[src/sv/hsv_saturation_boost_defines.svh]
// Assertion macros shared by the saturation boost modules.
`ifndef HSV_SATURATION_BOOST_DEFINES_SVH
`define HSV_SATURATION_BOOST_DEFINES_SVH

`ifndef SYNTHESIS

// Condition that must hold at every clock edge outside reset.
`define HSB_ASSERT(lbl, clk, rst_n, cond, msg) \
    lbl: assert property (@(posedge clk) disable iff (!rst_n) (cond)) else $error(msg);

// Implication checked at every clock edge outside reset.
`define HSB_ASSERT_IMP(lbl, clk, rst_n, ante, cons, msg) \
    lbl: assert property (@(posedge clk) disable iff (!rst_n) (ante) |-> (cons)) \
        else $error(msg);

`else

`define HSB_ASSERT(lbl, clk, rst_n, cond, msg)
`define HSB_ASSERT_IMP(lbl, clk, rst_n, ante, cons, msg)

`endif

`endif

[src/sv/hsb_pkg.sv]
// Types and constants shared by the saturation boost pipeline.
package hsb_pkg;

    // Fixed field widths.
    localparam int PIX_W  = 8;
    localparam int GAIN_W = 12;
    localparam int NUM_W  = 2 * PIX_W;

    // Default gain format and reset gain (1.5 with eight fraction bits).
    localparam int GAIN_FRAC_BITS_DEF = 8;
    localparam logic [GAIN_W-1:0] GAIN_RESET = 12'd384;

    // Divider: eight quotient bits, two per stage.
    localparam int DIV_BITS   = 2;
    localparam int DIV_STAGES = PIX_W / DIV_BITS;

    // Input register, sort, chroma, product, numerator; then divider; then output.
    localparam int FRONT_STAGES = 5;
    localparam int PIPE_LATENCY = FRONT_STAGES + DIV_STAGES + 1;

    // What a channel is within its pixel.
    typedef enum logic [1:0] {
        ROLE_MAX,
        ROLE_MIN,
        ROLE_MID
    } t_role;

    // Per-pixel data that travels alongside the arithmetic.
    typedef struct packed {
        t_role            role_red;
        t_role            role_green;
        t_role            role_blue;
        logic [PIX_W-1:0] mx;
        logic [PIX_W-1:0] lo;
        logic             last;
    } t_side;

endpackage

[src/sv/hsb_div_pipe.sv]
// Pipelined restoring divider with an eight-bit quotient and side data.
`include "hsv_saturation_boost_defines.svh"

module hsb_div_pipe (
    input  logic                       i_clk,
    input  logic                       i_rst_n,
    input  logic                       i_vld,
    input  logic [hsb_pkg::NUM_W-1:0]  i_num,
    input  logic [hsb_pkg::PIX_W-1:0]  i_den,
    input  hsb_pkg::t_side             i_side,
    output logic                       o_vld,
    output logic [hsb_pkg::PIX_W-1:0]  o_quo,
    output hsb_pkg::t_side             o_side
);

    localparam int W      = hsb_pkg::PIX_W;
    localparam int STAGES = hsb_pkg::DIV_STAGES;

    typedef struct packed {
        logic           vld;
        logic [W-1:0]   rem;
        logic [W-1:0]   low;
        logic [W-1:0]   quo;
        logic [W-1:0]   den;
        hsb_pkg::t_side side;
    } t_div_stage;

    t_div_stage w_in;
    t_div_stage n_stg [STAGES];
    t_div_stage r_stg [STAGES];

    // The quotient fits in eight bits, so the upper half of the dividend is below the divisor.
    always_comb begin
        w_in.vld  = i_vld;
        w_in.rem  = i_num[2*W-1:W];
        w_in.low  = i_num[W-1:0];
        w_in.quo  = '0;
        w_in.den  = i_den;
        w_in.side = i_side;
    end

    genvar s;
    generate
        for (s = 0; s < STAGES; s++) begin : g_stage
            t_div_stage w_src;

            assign w_src = (s == 0) ? w_in : r_stg[(s > 0) ? s - 1 : 0];

            // Two shift and trial-subtract steps per stage.
            always_comb begin
                t_div_stage   cur;
                logic [W:0]   trial;
                cur   = w_src;
                trial = '0;
                for (int k = 0; k < hsb_pkg::DIV_BITS; k++) begin
                    trial   = {cur.rem, cur.low[W-1]};
                    cur.low = {cur.low[W-2:0], 1'b0};
                    if (trial >= {1'b0, cur.den}) begin
                        cur.rem = W'(trial - {1'b0, cur.den});
                        cur.quo = {cur.quo[W-2:0], 1'b1};
                    end else begin
                        cur.rem = trial[W-1:0];
                        cur.quo = {cur.quo[W-2:0], 1'b0};
                    end
                end
                n_stg[s] = cur;
            end

            // Stage register; only the valid bit is reset.
            always_ff @(posedge i_clk) begin
                if (!i_rst_n) begin
                    r_stg[s].vld <= 1'b0;
                end else begin
                    r_stg[s] <= n_stg[s];
                end
            end

            // The partial remainder must always stay below the divisor.
            `HSB_ASSERT_IMP(a_rem_below_den, i_clk, i_rst_n, r_stg[s].vld, r_stg[s].rem < r_stg[s].den, "divider remainder not below divisor")

            if (s > 0) begin : g_den_chk
                // The divisor travels unchanged from stage to stage.
                `HSB_ASSERT_IMP(a_den_kept, i_clk, i_rst_n, r_stg[s].vld, r_stg[s].den == $past(r_stg[s-1].den), "divisor changed inside divider")
            end
        end
    endgenerate

    assign o_vld  = r_stg[STAGES-1].vld;
    assign o_quo  = r_stg[STAGES-1].quo;
    assign o_side = r_stg[STAGES-1].side;

    // Each quotient that leaves belongs to operands that entered and passed through every stage register.
    `HSB_ASSERT_IMP(a_div_latency, i_clk, i_rst_n, o_vld, $past(i_vld, STAGES), "divider output without matching input")

endmodule

[src/sv/hsv_saturation_boost.sv]
// Top level of the RGB888 saturation boost pipeline.
//
// Usage: a pixel is transferred in on a rising edge where start is high and busy is
// low. busy is high only during reset and the first cycle after it; otherwise a new
// pixel may be transferred in every cycle. Each pixel gives exactly one result,
// shown on the o_*_out ports for one cycle with o_result_valid high, in input order.
// Throughput is one pixel per clock. The depth is set by five front stages (input,
// sort, chroma multiply and clamp, middle-channel product, numerator), the four-stage
// two-bit-per-stage divider for the middle channel, and the output register. The
// receiver cannot stall, so the pipeline never holds.
// The gain register is written over the cfg channel (i_cfg_valid, o_cfg_ready) and
// must only change while no pixel is in flight. Reset empties the pipeline and sets
// the gain to 384 (1.5 with eight fraction bits).
`include "hsv_saturation_boost_defines.svh"

module hsv_saturation_boost #(
    parameter int GAIN_FRACTION_BITS = hsb_pkg::GAIN_FRAC_BITS_DEF
) (
    input  logic                        i_clk,
    input  logic                        i_rst_n,
    input  logic                        start,
    output logic                        busy,
    input  logic [hsb_pkg::PIX_W-1:0]   i_red_in,
    input  logic [hsb_pkg::PIX_W-1:0]   i_green_in,
    input  logic [hsb_pkg::PIX_W-1:0]   i_blue_in,
    input  logic                        i_frame_end,
    output logic                        o_result_valid,
    output logic [hsb_pkg::PIX_W-1:0]   o_red_out,
    output logic [hsb_pkg::PIX_W-1:0]   o_green_out,
    output logic [hsb_pkg::PIX_W-1:0]   o_blue_out,
    output logic                        o_last_out,
    input  logic                        i_cfg_valid,
    output logic                        o_cfg_ready,
    input  logic [hsb_pkg::GAIN_W-1:0]  i_cfg_saturation_gain
);

    localparam int F   = GAIN_FRACTION_BITS;
    localparam int W   = hsb_pkg::PIX_W;
    localparam int GW  = hsb_pkg::GAIN_W;
    localparam int MW  = W + GW;
    localparam int CW  = W + F;
    localparam int PW  = (MW > CW) ? MW : CW;
    localparam int TW  = CW + W;
    localparam int NW  = hsb_pkg::NUM_W;
    localparam int LAT = hsb_pkg::PIPE_LATENCY;

    localparam logic [CW-1:0] CS_ROUND = {{W{1'b0}}, {F{1'b1}}};
    localparam logic [TW-1:0] T_ROUND  = {{(TW-F){1'b0}}, {F{1'b1}}};

    function automatic hsb_pkg::t_role role_of(input logic [W-1:0] x,
                                               input logic [W-1:0] mx,
                                               input logic [W-1:0] mn);
        if (x == mx) begin
            return hsb_pkg::ROLE_MAX;
        end else if (x == mn) begin
            return hsb_pkg::ROLE_MIN;
        end else begin
            return hsb_pkg::ROLE_MID;
        end
    endfunction

    function automatic logic [W-1:0] chan_out(input hsb_pkg::t_role role,
                                              input logic [W-1:0]   mx,
                                              input logic [W-1:0]   lo,
                                              input logic [W-1:0]   mid);
        logic [W-1:0] res;
        unique case (role)
            hsb_pkg::ROLE_MAX: res = mx;
            hsb_pkg::ROLE_MIN: res = lo;
            hsb_pkg::ROLE_MID: res = mid;
            default:           res = mx;
        endcase
        return res;
    endfunction

    logic            w_accept;
    logic            r_busy;
    logic [GW-1:0]   r_gain;

    logic            r1_vld;
    logic [W-1:0]    r1_red, r1_green, r1_blue;
    logic            r1_last;

    logic [W-1:0]    w2_mx, w2_mn, w2_mid;
    hsb_pkg::t_side  w2_side;
    logic            r2_vld;
    hsb_pkg::t_side  r2_side;
    logic [W-1:0]    r2_delta, r2_dm;

    logic [MW-1:0]   w3_prod;
    logic [PW-1:0]   w3_prod_w, w3_limit_w;
    logic [CW-1:0]   w3_cs;
    logic            r3_vld;
    hsb_pkg::t_side  r3_side;
    logic [W-1:0]    r3_delta, r3_dm;
    logic [CW-1:0]   r3_cs;

    logic [CW-1:0]   w4_cs_round;
    hsb_pkg::t_side  w4_side;
    logic            r4_vld;
    hsb_pkg::t_side  r4_side;
    logic [W-1:0]    r4_delta;
    logic [TW-1:0]   r4_t;

    logic [TW-1:0]   w5_t_round;
    logic [NW-1:0]   w5_u;
    logic            r5_vld;
    hsb_pkg::t_side  r5_side;
    logic [NW-1:0]   r5_num;
    logic [W-1:0]    r5_den;

    logic            w_div_vld;
    logic [W-1:0]    w_div_quo;
    hsb_pkg::t_side  w_div_side;
    logic [W-1:0]    w_mid_out;

    logic            r_out_vld;
    logic [W-1:0]    r_red, r_green, r_blue;
    logic            r_last;

    // Handshake: held off only around reset.
    assign w_accept    = start && !r_busy;
    assign busy        = r_busy;
    assign o_cfg_ready = !r_busy;

    always_ff @(posedge i_clk) begin
        if (!i_rst_n) begin
            r_busy <= 1'b1;
        end else begin
            r_busy <= 1'b0;
        end
    end

    // Gain register.
    always_ff @(posedge i_clk) begin
        if (!i_rst_n) begin
            r_gain <= hsb_pkg::GAIN_RESET;
        end else if (i_cfg_valid && o_cfg_ready) begin
            r_gain <= i_cfg_saturation_gain;
        end
    end

    // Stage 1: input register.
    always_ff @(posedge i_clk) begin
        if (!i_rst_n) begin
            r1_vld <= 1'b0;
        end else begin
            r1_vld <= w_accept;
        end
        r1_red   <= i_red_in;
        r1_green <= i_green_in;
        r1_blue  <= i_blue_in;
        r1_last  <= i_frame_end;
    end

    // Stage 2: sort the channels and tag each one as maximum, minimum or middle.
    always_comb begin
        w2_mx = r1_red;
        if (r1_green > w2_mx) w2_mx = r1_green;
        if (r1_blue > w2_mx)  w2_mx = r1_blue;
        w2_mn = r1_red;
        if (r1_green < w2_mn) w2_mn = r1_green;
        if (r1_blue < w2_mn)  w2_mn = r1_blue;
        w2_side.role_red   = role_of(r1_red, w2_mx, w2_mn);
        w2_side.role_green = role_of(r1_green, w2_mx, w2_mn);
        w2_side.role_blue  = role_of(r1_blue, w2_mx, w2_mn);
        w2_side.mx         = w2_mx;
        w2_side.lo         = '0;
        w2_side.last       = r1_last;
        // With no strict middle channel the divider result is not used.
        priority if (w2_side.role_red == hsb_pkg::ROLE_MID) begin
            w2_mid = r1_red;
        end else if (w2_side.role_green == hsb_pkg::ROLE_MID) begin
            w2_mid = r1_green;
        end else if (w2_side.role_blue == hsb_pkg::ROLE_MID) begin
            w2_mid = r1_blue;
        end else begin
            w2_mid = w2_mx;
        end
    end

    always_ff @(posedge i_clk) begin
        if (!i_rst_n) begin
            r2_vld <= 1'b0;
        end else begin
            r2_vld <= r1_vld;
        end
        r2_side  <= w2_side;
        r2_delta <= w2_mx - w2_mn;
        r2_dm    <= w2_mx - w2_mid;
    end

    // Stage 3: scaled chroma delta*gain, clamped at the maximum channel.
    assign w3_prod    = MW'(r2_delta) * MW'(r_gain);
    assign w3_prod_w  = PW'(w3_prod);
    assign w3_limit_w = PW'({r2_side.mx, {F{1'b0}}});
    assign w3_cs      = (w3_prod_w > w3_limit_w) ? w3_limit_w[CW-1:0] : w3_prod_w[CW-1:0];

    always_ff @(posedge i_clk) begin
        if (!i_rst_n) begin
            r3_vld <= 1'b0;
        end else begin
            r3_vld <= r2_vld;
        end
        r3_side  <= r2_side;
        r3_delta <= r2_delta;
        r3_dm    <= r2_dm;
        r3_cs    <= w3_cs;
    end

    // Stage 4: middle-channel product, and the minimum channel mx - ceil(chroma).
    assign w4_cs_round = r3_cs + CS_ROUND;

    // Side data for stage 4 with the minimum channel filled in.
    always_comb begin
        w4_side    = r3_side;
        w4_side.lo = r3_side.mx - w4_cs_round[CW-1:F];
    end

    always_ff @(posedge i_clk) begin
        if (!i_rst_n) begin
            r4_vld <= 1'b0;
        end else begin
            r4_vld <= r3_vld;
        end
        r4_side    <= w4_side;
        r4_delta   <= r3_delta;
        r4_t       <= TW'(r3_cs) * TW'(r3_dm);
    end

    // Stage 5: dividend for ceil(ceil(t / 2^F) / delta); grey pixels divide zero by one.
    assign w5_t_round = r4_t + T_ROUND;
    assign w5_u       = w5_t_round[TW-1:F];

    always_ff @(posedge i_clk) begin
        if (!i_rst_n) begin
            r5_vld <= 1'b0;
        end else begin
            r5_vld <= r4_vld;
        end
        r5_side <= r4_side;
        if (r4_delta == '0) begin
            r5_num <= '0;
            r5_den <= W'(1);
        end else begin
            r5_num <= w5_u + NW'(r4_delta) - NW'(1);
            r5_den <= r4_delta;
        end
    end

    hsb_div_pipe u_div (
        .i_clk   (i_clk),
        .i_rst_n (i_rst_n),
        .i_vld   (r5_vld),
        .i_num   (r5_num),
        .i_den   (r5_den),
        .i_side  (r5_side),
        .o_vld   (w_div_vld),
        .o_quo   (w_div_quo),
        .o_side  (w_div_side)
    );

    // Output register: each channel picks its value by role.
    assign w_mid_out = w_div_side.mx - w_div_quo;

    always_ff @(posedge i_clk) begin
        if (!i_rst_n) begin
            r_out_vld <= 1'b0;
        end else begin
            r_out_vld <= w_div_vld;
        end
        r_red   <= chan_out(w_div_side.role_red, w_div_side.mx, w_div_side.lo, w_mid_out);
        r_green <= chan_out(w_div_side.role_green, w_div_side.mx, w_div_side.lo, w_mid_out);
        r_blue  <= chan_out(w_div_side.role_blue, w_div_side.mx, w_div_side.lo, w_mid_out);
        r_last  <= w_div_side.last;
    end

    assign o_result_valid = r_out_vld;
    assign o_red_out      = r_red;
    assign o_green_out    = r_green;
    assign o_blue_out     = r_blue;
    assign o_last_out     = r_last;

    // A result appears exactly for each pixel transferred in, once it has passed the whole pipeline.
    `HSB_ASSERT(a_result_timing, i_clk, i_rst_n, o_result_valid == $past(w_accept, LAT), "result strobe does not match an input transfer")

    // The frame-end flag rides with its own pixel.
    `HSB_ASSERT_IMP(a_last_follows, i_clk, i_rst_n, w_accept, ##LAT (o_result_valid && o_last_out == $past(i_frame_end, LAT)), "frame-end flag out of step")

    // A grey pixel leaves unchanged.
    `HSB_ASSERT_IMP(a_grey_passes, i_clk, i_rst_n, w_accept && i_red_in == i_green_in && i_green_in == i_blue_in, ##LAT (o_red_out == $past(i_red_in, LAT) && o_blue_out == $past(i_blue_in, LAT)), "grey pixel altered")

endmodule

[config.mk]
export PLATFORM = sky130hd
export DESIGN_NAME = hsv_saturation_boost
export DESIGN_NICKNAME = d
export VERILOG_FILES = /design/src/sv/hsb_pkg.sv /design/src/sv/hsb_div_pipe.sv /design/src/sv/hsv_saturation_boost.sv
export VERILOG_INCLUDE_DIRS = /design/src /design/src/sv
export SDC_FILE = /design/constraint.sdc
export NUM_CORES = 1
export LEC_CHECK = 0
export BUFFER_PORTS_ARGS = -buffer_cell sky130_fd_sc_hd__clkbuf_2
export CELL_PAD_IN_SITES_DETAIL_PLACEMENT = 0
export CELL_PAD_IN_SITES_GLOBAL_PLACEMENT = 1
export CORE_MARGIN = 1.5
export CORE_UTILIZATION = 45
export CTS_BUF_LIST = sky130_fd_sc_hd__clkbuf_4
export DETAILED_ROUTE_END_ITERATION = 7
export GPL_ROUTABILITY_DRIVEN = 0
export PLACE_DENSITY = 0.78
export SYNTH_ARGS = -nofsm -noshare
export SYNTH_HDL_FRONTEND = slang
export SYNTH_SLANG_ARGS = --single-unit
[constraint.sdc]
create_clock -name i_clk -period 6.15 [get_ports i_clk]
set_input_delay 1.23 -clock i_clk [delete_from_list [all_inputs] [get_ports i_clk]]
set_output_delay 1.23 -clock i_clk [all_outputs]
set_load 0.1 [all_outputs]
==> results of run 1 <==
## final cells by class
class	instances	area, um2	share of cell area (%)
clock inverter	46	280	0.937
multi-input combinational	1639	14400	48.3
timing repair buffer	214	1550	5.19
antenna	3	7.51	0.0251
tap	756	946	3.16
inverter	339	1270	4.26
sequential	425	10300	34.3
clock buffer	152	1140	3.81
## synthesized netlist by cell type (19+ instances only)
master	number	area [um2]
xor2_1	37	324
o21ai_0	104	521
nor2b_1	34	213
a22oi_1	21	158
clkbuf_1	76	285
nand3_1	33	165
a21oi_1	79	395
mux2_2	51	574
nor2_1	94	353
dfxtp_1	253	5060
mux2i_1	21	210
and2_1	131	820
fa_1	156	3120
a211oi_1	19	143
ha_1	235	2940
nand4_1	27	169
edfxtp_1	172	5160
nand2_1	250	938
a21o_1	38	285
inv_1	339	1270
xnor2_1	116	1020
## per-stage QoR
stage | setup WS [ps] | cell area [um2] | hold slack (ps) | instances | TNS (ps)
global route | -517 | 29900 | 282 | 3574 | -2350
floorplan | -43.1 | 26100 | 310 | 2491 | -43.1
global placement | 42.2 | 28000 | 310 | 3357 | 0
detailed placement | -191 | 28000 | 312 | 3357 | -1840
finish | -105 | 29900 | 305 | 3574 | -105
CTS | -11.4 | 29600 | 293 | 3562 | -11.4
## registers in the layout, indices dropped and copies added, names as in the netlist, 12 cells and up
name	flops
r5_num	16
u_div.r_stg	176
r4_t	24
r4_side	23
r5_side	23
r2_side	15
r_gain	12
r3_cs	16
r3_side	15
## routing by layer
layer | vias to the layer above | track usage (%) | part of all wire (%)
met5 | - | 0 | 0
met4 | 0 | 6.93 | 2.7
met3 | 111 | 3.82 | 4.4
met2 | 399 | 33.0 | 50
met1 | 8523 | 22.2 | 43
li1 | 8859 | - | -
## cells by family (layout without fill, tap and decap cells)
logic type      Yosys count  in the layout  synth area share (%)
buf+inv                 427            751                  6.31
other cells               0              3                     0
xor+xnor                153            153                  5.22
flops                   425            425                  39.8
simple gates            661            661                  12.8
fa+ha+maj               391            391                  23.6
mux                      72             72                  3.05
compound gates          362            362                  9.17
## worst max-delay path by stage
stage,startpoint,to,slack [ps],cells after the start
2_1_floorplan,r1_red[1],r2_dm[7],-40,31
6_report,r1_red[1],r2_dm[7],-110,35
5_1_grt,r1_red[1],r2_dm[7],-520,35
4_1_cts,r1_red[1],r2_dm[7],-10,34
3_5_place_dp,r_gain[1],r3_cs[10],-190,23
3_3_place_gp,r_gain[3],r3_cs[15],40,22
## placed cells by master (no fill, tap or decap), types with 21 or more instances in the layout
master,instances
a21o_1,38
a21oi_1,71
a22oi_1,21
and2_1,123
buf_4,135
clkbuf_2,67
clkbuf_4,152
clkinv_1,27
dfxtp_1,238
edfxtp_1,172
fa_1,154
ha_1,225
inv_1,334
mux2_2,37
nand2_1,249
nand3_1,31
nand4_1,27
nor2_1,91
nor2b_1,30
o21ai_0,95
xnor2_1,109
xor2_1,36
## worst max-delay path: cells and delay by family, from the launching register on
kind            cells  cell delay, ps
mux                 1             310
simple gates       10            1170
fa+ha+maj           3             770
compound gates     14            2340
xor+xnor            2             460
flops               1             360
buf+inv             5             690
## what timing repair did
action,CTS,global route
buffers inserted,7,9
pin swaps,9,26
cloned,0,0
endpoints found under the setup margin,14,31
gates resized for setup,37,60
==> results.md, run 1 <==
- Clock tree buffer depth: 3
- DR DRC count: 0
- DR pass1 iterations: 5
- Crit Path Category: reg -> reg
- IO Count: 69
- R2R Setup Slk: -110 ps
- Min-Delay Path Depth: 0
- Max FO, Critical Path: 7
- Clk root buf: clkbuf_4
- Hold WC Path Type: reg -> reg
- Antenna viol nets, final: 0
- Final cell utilization of the core: 53.1%
- Die Y: 242 um
- Mean area per synthesized cell: 10.3 um2
- Reg clk slew, reported paths: around 80 ps
- CP max stage cell: dfxtp_4
- First-pass GRT wire length: 89300 um
- Via density per instance: 5.01
- Clock Skew: 52.6 ps
- CP most frequent cell: buf_4
- Outcome: finished, violations left
- Via count of the first global-routing pass: 18640
- Setup-failing EPs final: 1
- Starting Density: 45.6%
- Synthesized cell area: 25700 um2
- CP peak stage delay: about 360 ps
- Post-route minimum period: 6260 ps
- Final wirelength: 53900 um
- Critical Path Source Type: flop
- 1st-iter DRT viols: roughly 660
- Final period utilization: 102%
- R2R depth: 35
- Drt wl/cell: approximately 15 um
- Syn Inst Count: 2491
- Number of flops mapped to enable cells by yosys: 172
- # rows: 87
- Max Slew Vio Count: 0
- CTS Hold Bufs: 0
- Die area: 58500 um2
- H-tree Lvls: 3
- Area Growth Syn to Fin: 16.5%
- Synth Flop Type: dfxtp_1
- Worst hold start: r3_delta[5]
- R2R Path Start: r1_red[1]
- RSZ-0062 raised after global routing: yes
- RR Endpoint: r2_dm[7]
- Clk sinks: 425
- Yosys Warn Count: 0
- Seq/Total Area, Yosys: 39.8%
- Violated checks: setup timing
- Worst hold endpoint: r4_delta[5]
- Slew @ Worst Pin: between 800 and 900 ps
- Port bufs: 68
- Max_cap viols: 0
- Grt ovf: 0
- Core Footprint: roughly 56000 um2
- Final-layout fill cell count: 5039
- Initial antenna violation count: 3
- Endpoints failing hold: 0
- Synth async-reset ratio: 0%
- Max Clk Rate: approximately 160 MHz
- Clock latency on the worst-skew pair: 870 ps
- Die W: around 240 um
- CP endpoint kind: flop
- Fin nets: between 3000 and 4000
- Cts bufs inserted: 105
- Vias: 17892
- Worst Path Required: 6860 ps
- Seq cells post-synth: 425
- Setup ws final: -105 ps
- Fraction of layout instances using a drive strength above 1: 19.9%
- GRT Util Overall: 18.6%
- Max-slew headroom: between 30 and 40%
- Dpl hpwl: 41500 um
- Post-synthesis net count: 2923
- CTS tree: built
- Pin count of the biggest net entering global routing: 145
- WP data arrival: roughly 7000 ps
- Netlist cell types: 71
Power of run 1 is left out: the tool's default activity adds up to more than one toggle a clock period on the data nets, which glitch-free logic cannot reach.
==> run 2: changes to the inputs <==
--- a/config.mk
+++ b/config.mk
@@ -11,7 +11,6 @@
 export CELL_PAD_IN_SITES_GLOBAL_PLACEMENT = 1
 export CORE_MARGIN = 1.5
 export CORE_UTILIZATION = 45
-export CTS_BUF_LIST = sky130_fd_sc_hd__clkbuf_4
 export DETAILED_ROUTE_END_ITERATION = 7
 export GPL_ROUTABILITY_DRIVEN = 0
 export PLACE_DENSITY = 0.78
==> results.md, run 2 (same netlist as run 1, synthesis figures left out) <==
- DR pass1 iterations: 5 (unchanged)
- RSZ-0062 raised after global routing: yes
- Clock tree buffer depth: 3 (unchanged)
- Post-route cell area: 30600 um2 (+2.1%)
- Vias: 17699 (-1.1%)
- CTS Hold Bufs: 0 (unchanged)
- Max Slew Vio Count: 0 (unchanged)
- Violated checks: setup timing
- CTS tree: built
- Slew @ Worst Pin: 880 ps (-1.58 ps)
- Core Footprint: 56400 um2 (unchanged)
- GR met3 Demand/Resource: 2.53% (-1.3 points)
- IO Count: 69 (unchanged)
- Final wirelength: 54300 um (+0.72%)
- Most common cell after layout, fill and taps aside: inv_1
- CP peak stage delay: 350 ps (about the same)
- Area Growth Syn to Fin: 19.0%
- Pin count of the biggest net entering global routing: 145 (unchanged)
- Final period utilization: 100% (-1.4 points)
- Clk sinks: 425 (unchanged)
- Die area: 58500 um2 (unchanged)
- Initial antenna violation count: 0 (-3)
- Largest registers: u_div.r_stg (176), r4_t (24)
- First-pass GRT wire length: 89100 um (-0.19%)
- Dpl hpwl: 41500 um (unchanged)
- Largest reg by FF count: u_div.r_stg
- DP Area: 28000 um2 (unchanged)
- Critical Path Source Type: flop
- Max FO, Critical Path: 7 (unchanged)
- CP endpoint kind: flop
- Setup ws final: -19.9 ps (+85.4 ps)
- Grt ovf: 0 (unchanged)
- # rows: 87 (unchanged)
- Fraction of layout instances using a drive strength above 1: 18.9% (-0.95 points)
- WP data arrival: 6630 ps (-340 ps)
- Max Clk Rate: 162 MHz (+1.4%)
- Post-route minimum period: 6170 ps (-85.4 ps)
- # diodes: 0 (-3)
- CP max stage cell: dfxtp_4
- GR Util met2: 33.4% (+0.33 points)
- Max-slew headroom: 39.8% (+0.11 points)
- Drt wl/cell: 15.6 um (+3.4%)
- Endpoints failing hold: 0 (unchanged)
- Max_cap viols: 0 (unchanged)
- Most frequent cells in the layout: 335 x inv_1, 246 x nand2_1, 237 x dfxtp_1
- Via density per instance: 5.09 (+1.6%)
- GRT Max-Usage Layer: met2
- DR DRC count: 0 (unchanged)
- Port bufs: 68 (unchanged)
- H-tree Lvls: 2 (-1)
- Worst Path Required: 6610 ps (-250 ps)
- Starting Density: 45.6% (unchanged)
- Final-layout fill cell count: 4919 (-2.4%)
- Max FFs per register: 176 (unchanged)
- Setup-failing EPs final: 1 (unchanged)
- Fin nets: 3119 (-1.2%)
- Hold WC Path Type: reg -> reg
- M1 GR Usage: 22.7% (+0.53 points)
- Die Y: 242 um (unchanged)
- Outcome: finished, violations left
- Clock latency on the worst-skew pair: 600 ps (-270 ps)
- Antenna viol nets, final: 0 (unchanged)
- Die W: 242 um (unchanged)
- Crit Path Category: reg -> reg
- Clk root buf: clkbuf_16
- 1st-iter DRT viols: 728 (+11%)
- Clock Skew: 21.6 ps (-31.0 ps)
- GRT Util Overall: 18.6% (-0.065 points)
- Reg clk slew, reported paths: 60 ps (-20 ps)
- Via count of the first global-routing pass: 18389 (-1.3%)
- Cts bufs inserted: 45 (-57%)
run 2: cell count changes in the layout (fill, tap and decap cells not counted), sizes merged, moves of 3 or more:
cell	change
clkbuf	-90
clkinv	-32
buf	+23
clkinvlp	+4
bufinv	+3
diode	-3
run 2: final cells by class:
class / instances / area (um2) / area share [%]
Multi-Input combinational cell: 1639 / 14700 / 48.0
Clock buffer: 62 / 1290 / 4.23
Timing Repair Buffer: 237 / 1780 / 5.83
Sequential cell: 425 / 10300 / 33.6
Clock inverter: 22 / 305 / 0.999
Inverter: 339 / 1270 / 4.17
Tap cell: 756 / 946 / 3.10
run 2: what timing repair did:
| item | in CTS | in global routing |
|---|---|---|
| pin swaps | 19 | 50 |
| hold endpoints to repair | 0 | 0 |
| endpoints found under the setup margin | 14 | 32 |
| gates cloned | 2 | 0 |
| gates resized for setup | 62 | 85 |
| buffers inserted | 25 | 14 |
run 2: worst max-delay path: cells and delay by family, from the launching register on:
| kind | cells | cell delay (ps) |
|---|---|---|
| simple gates | 10 | 1230 |
| xor+xnor | 2 | 450 |
| buf+inv | 5 | 680 |
| mux | 1 | 310 |
| fa+ha+maj | 3 | 710 |
| compound gates | 14 | 2310 |
| flops | 1 | 350 |
run 2: final timing paths:
path / slack (ps) / end / depth (start not counted) / start
max reg2reg: -20 / r2_dm[7] / 35 / r1_red[1]
max: -20 / r2_dm[7] / 35 / r1_red[1]
min reg2reg: 310 / r5_side[8] / 0 / r4_side[8]
min: 310 / r5_side[8] / 0 / r4_side[8]
run 2: per-stage QoR:
step                      setup TNS, ps  instances  setup slack (ps)  util, %  hold slack, ps
after floorplan                   -43.1       2491             -43.1        -             310
after global placement                0       3357              42.2     49.6             310
after detailed placement          -1840       3357              -191     49.6             312
after CTS                             0       3468              1.76     53.3             301
after global routing              -2870       3480              -282     54.2             306
final                             -19.9       3480             -19.9     54.2             313
run 2: routing by layer:
layer  vias up  wire length (um)
met1      8511             23200
met2       375             27100
met5         -                 0
li1       8688                 -
met3       125              2350
met4         0              1660
Power of run 2 is left out for the same reason.
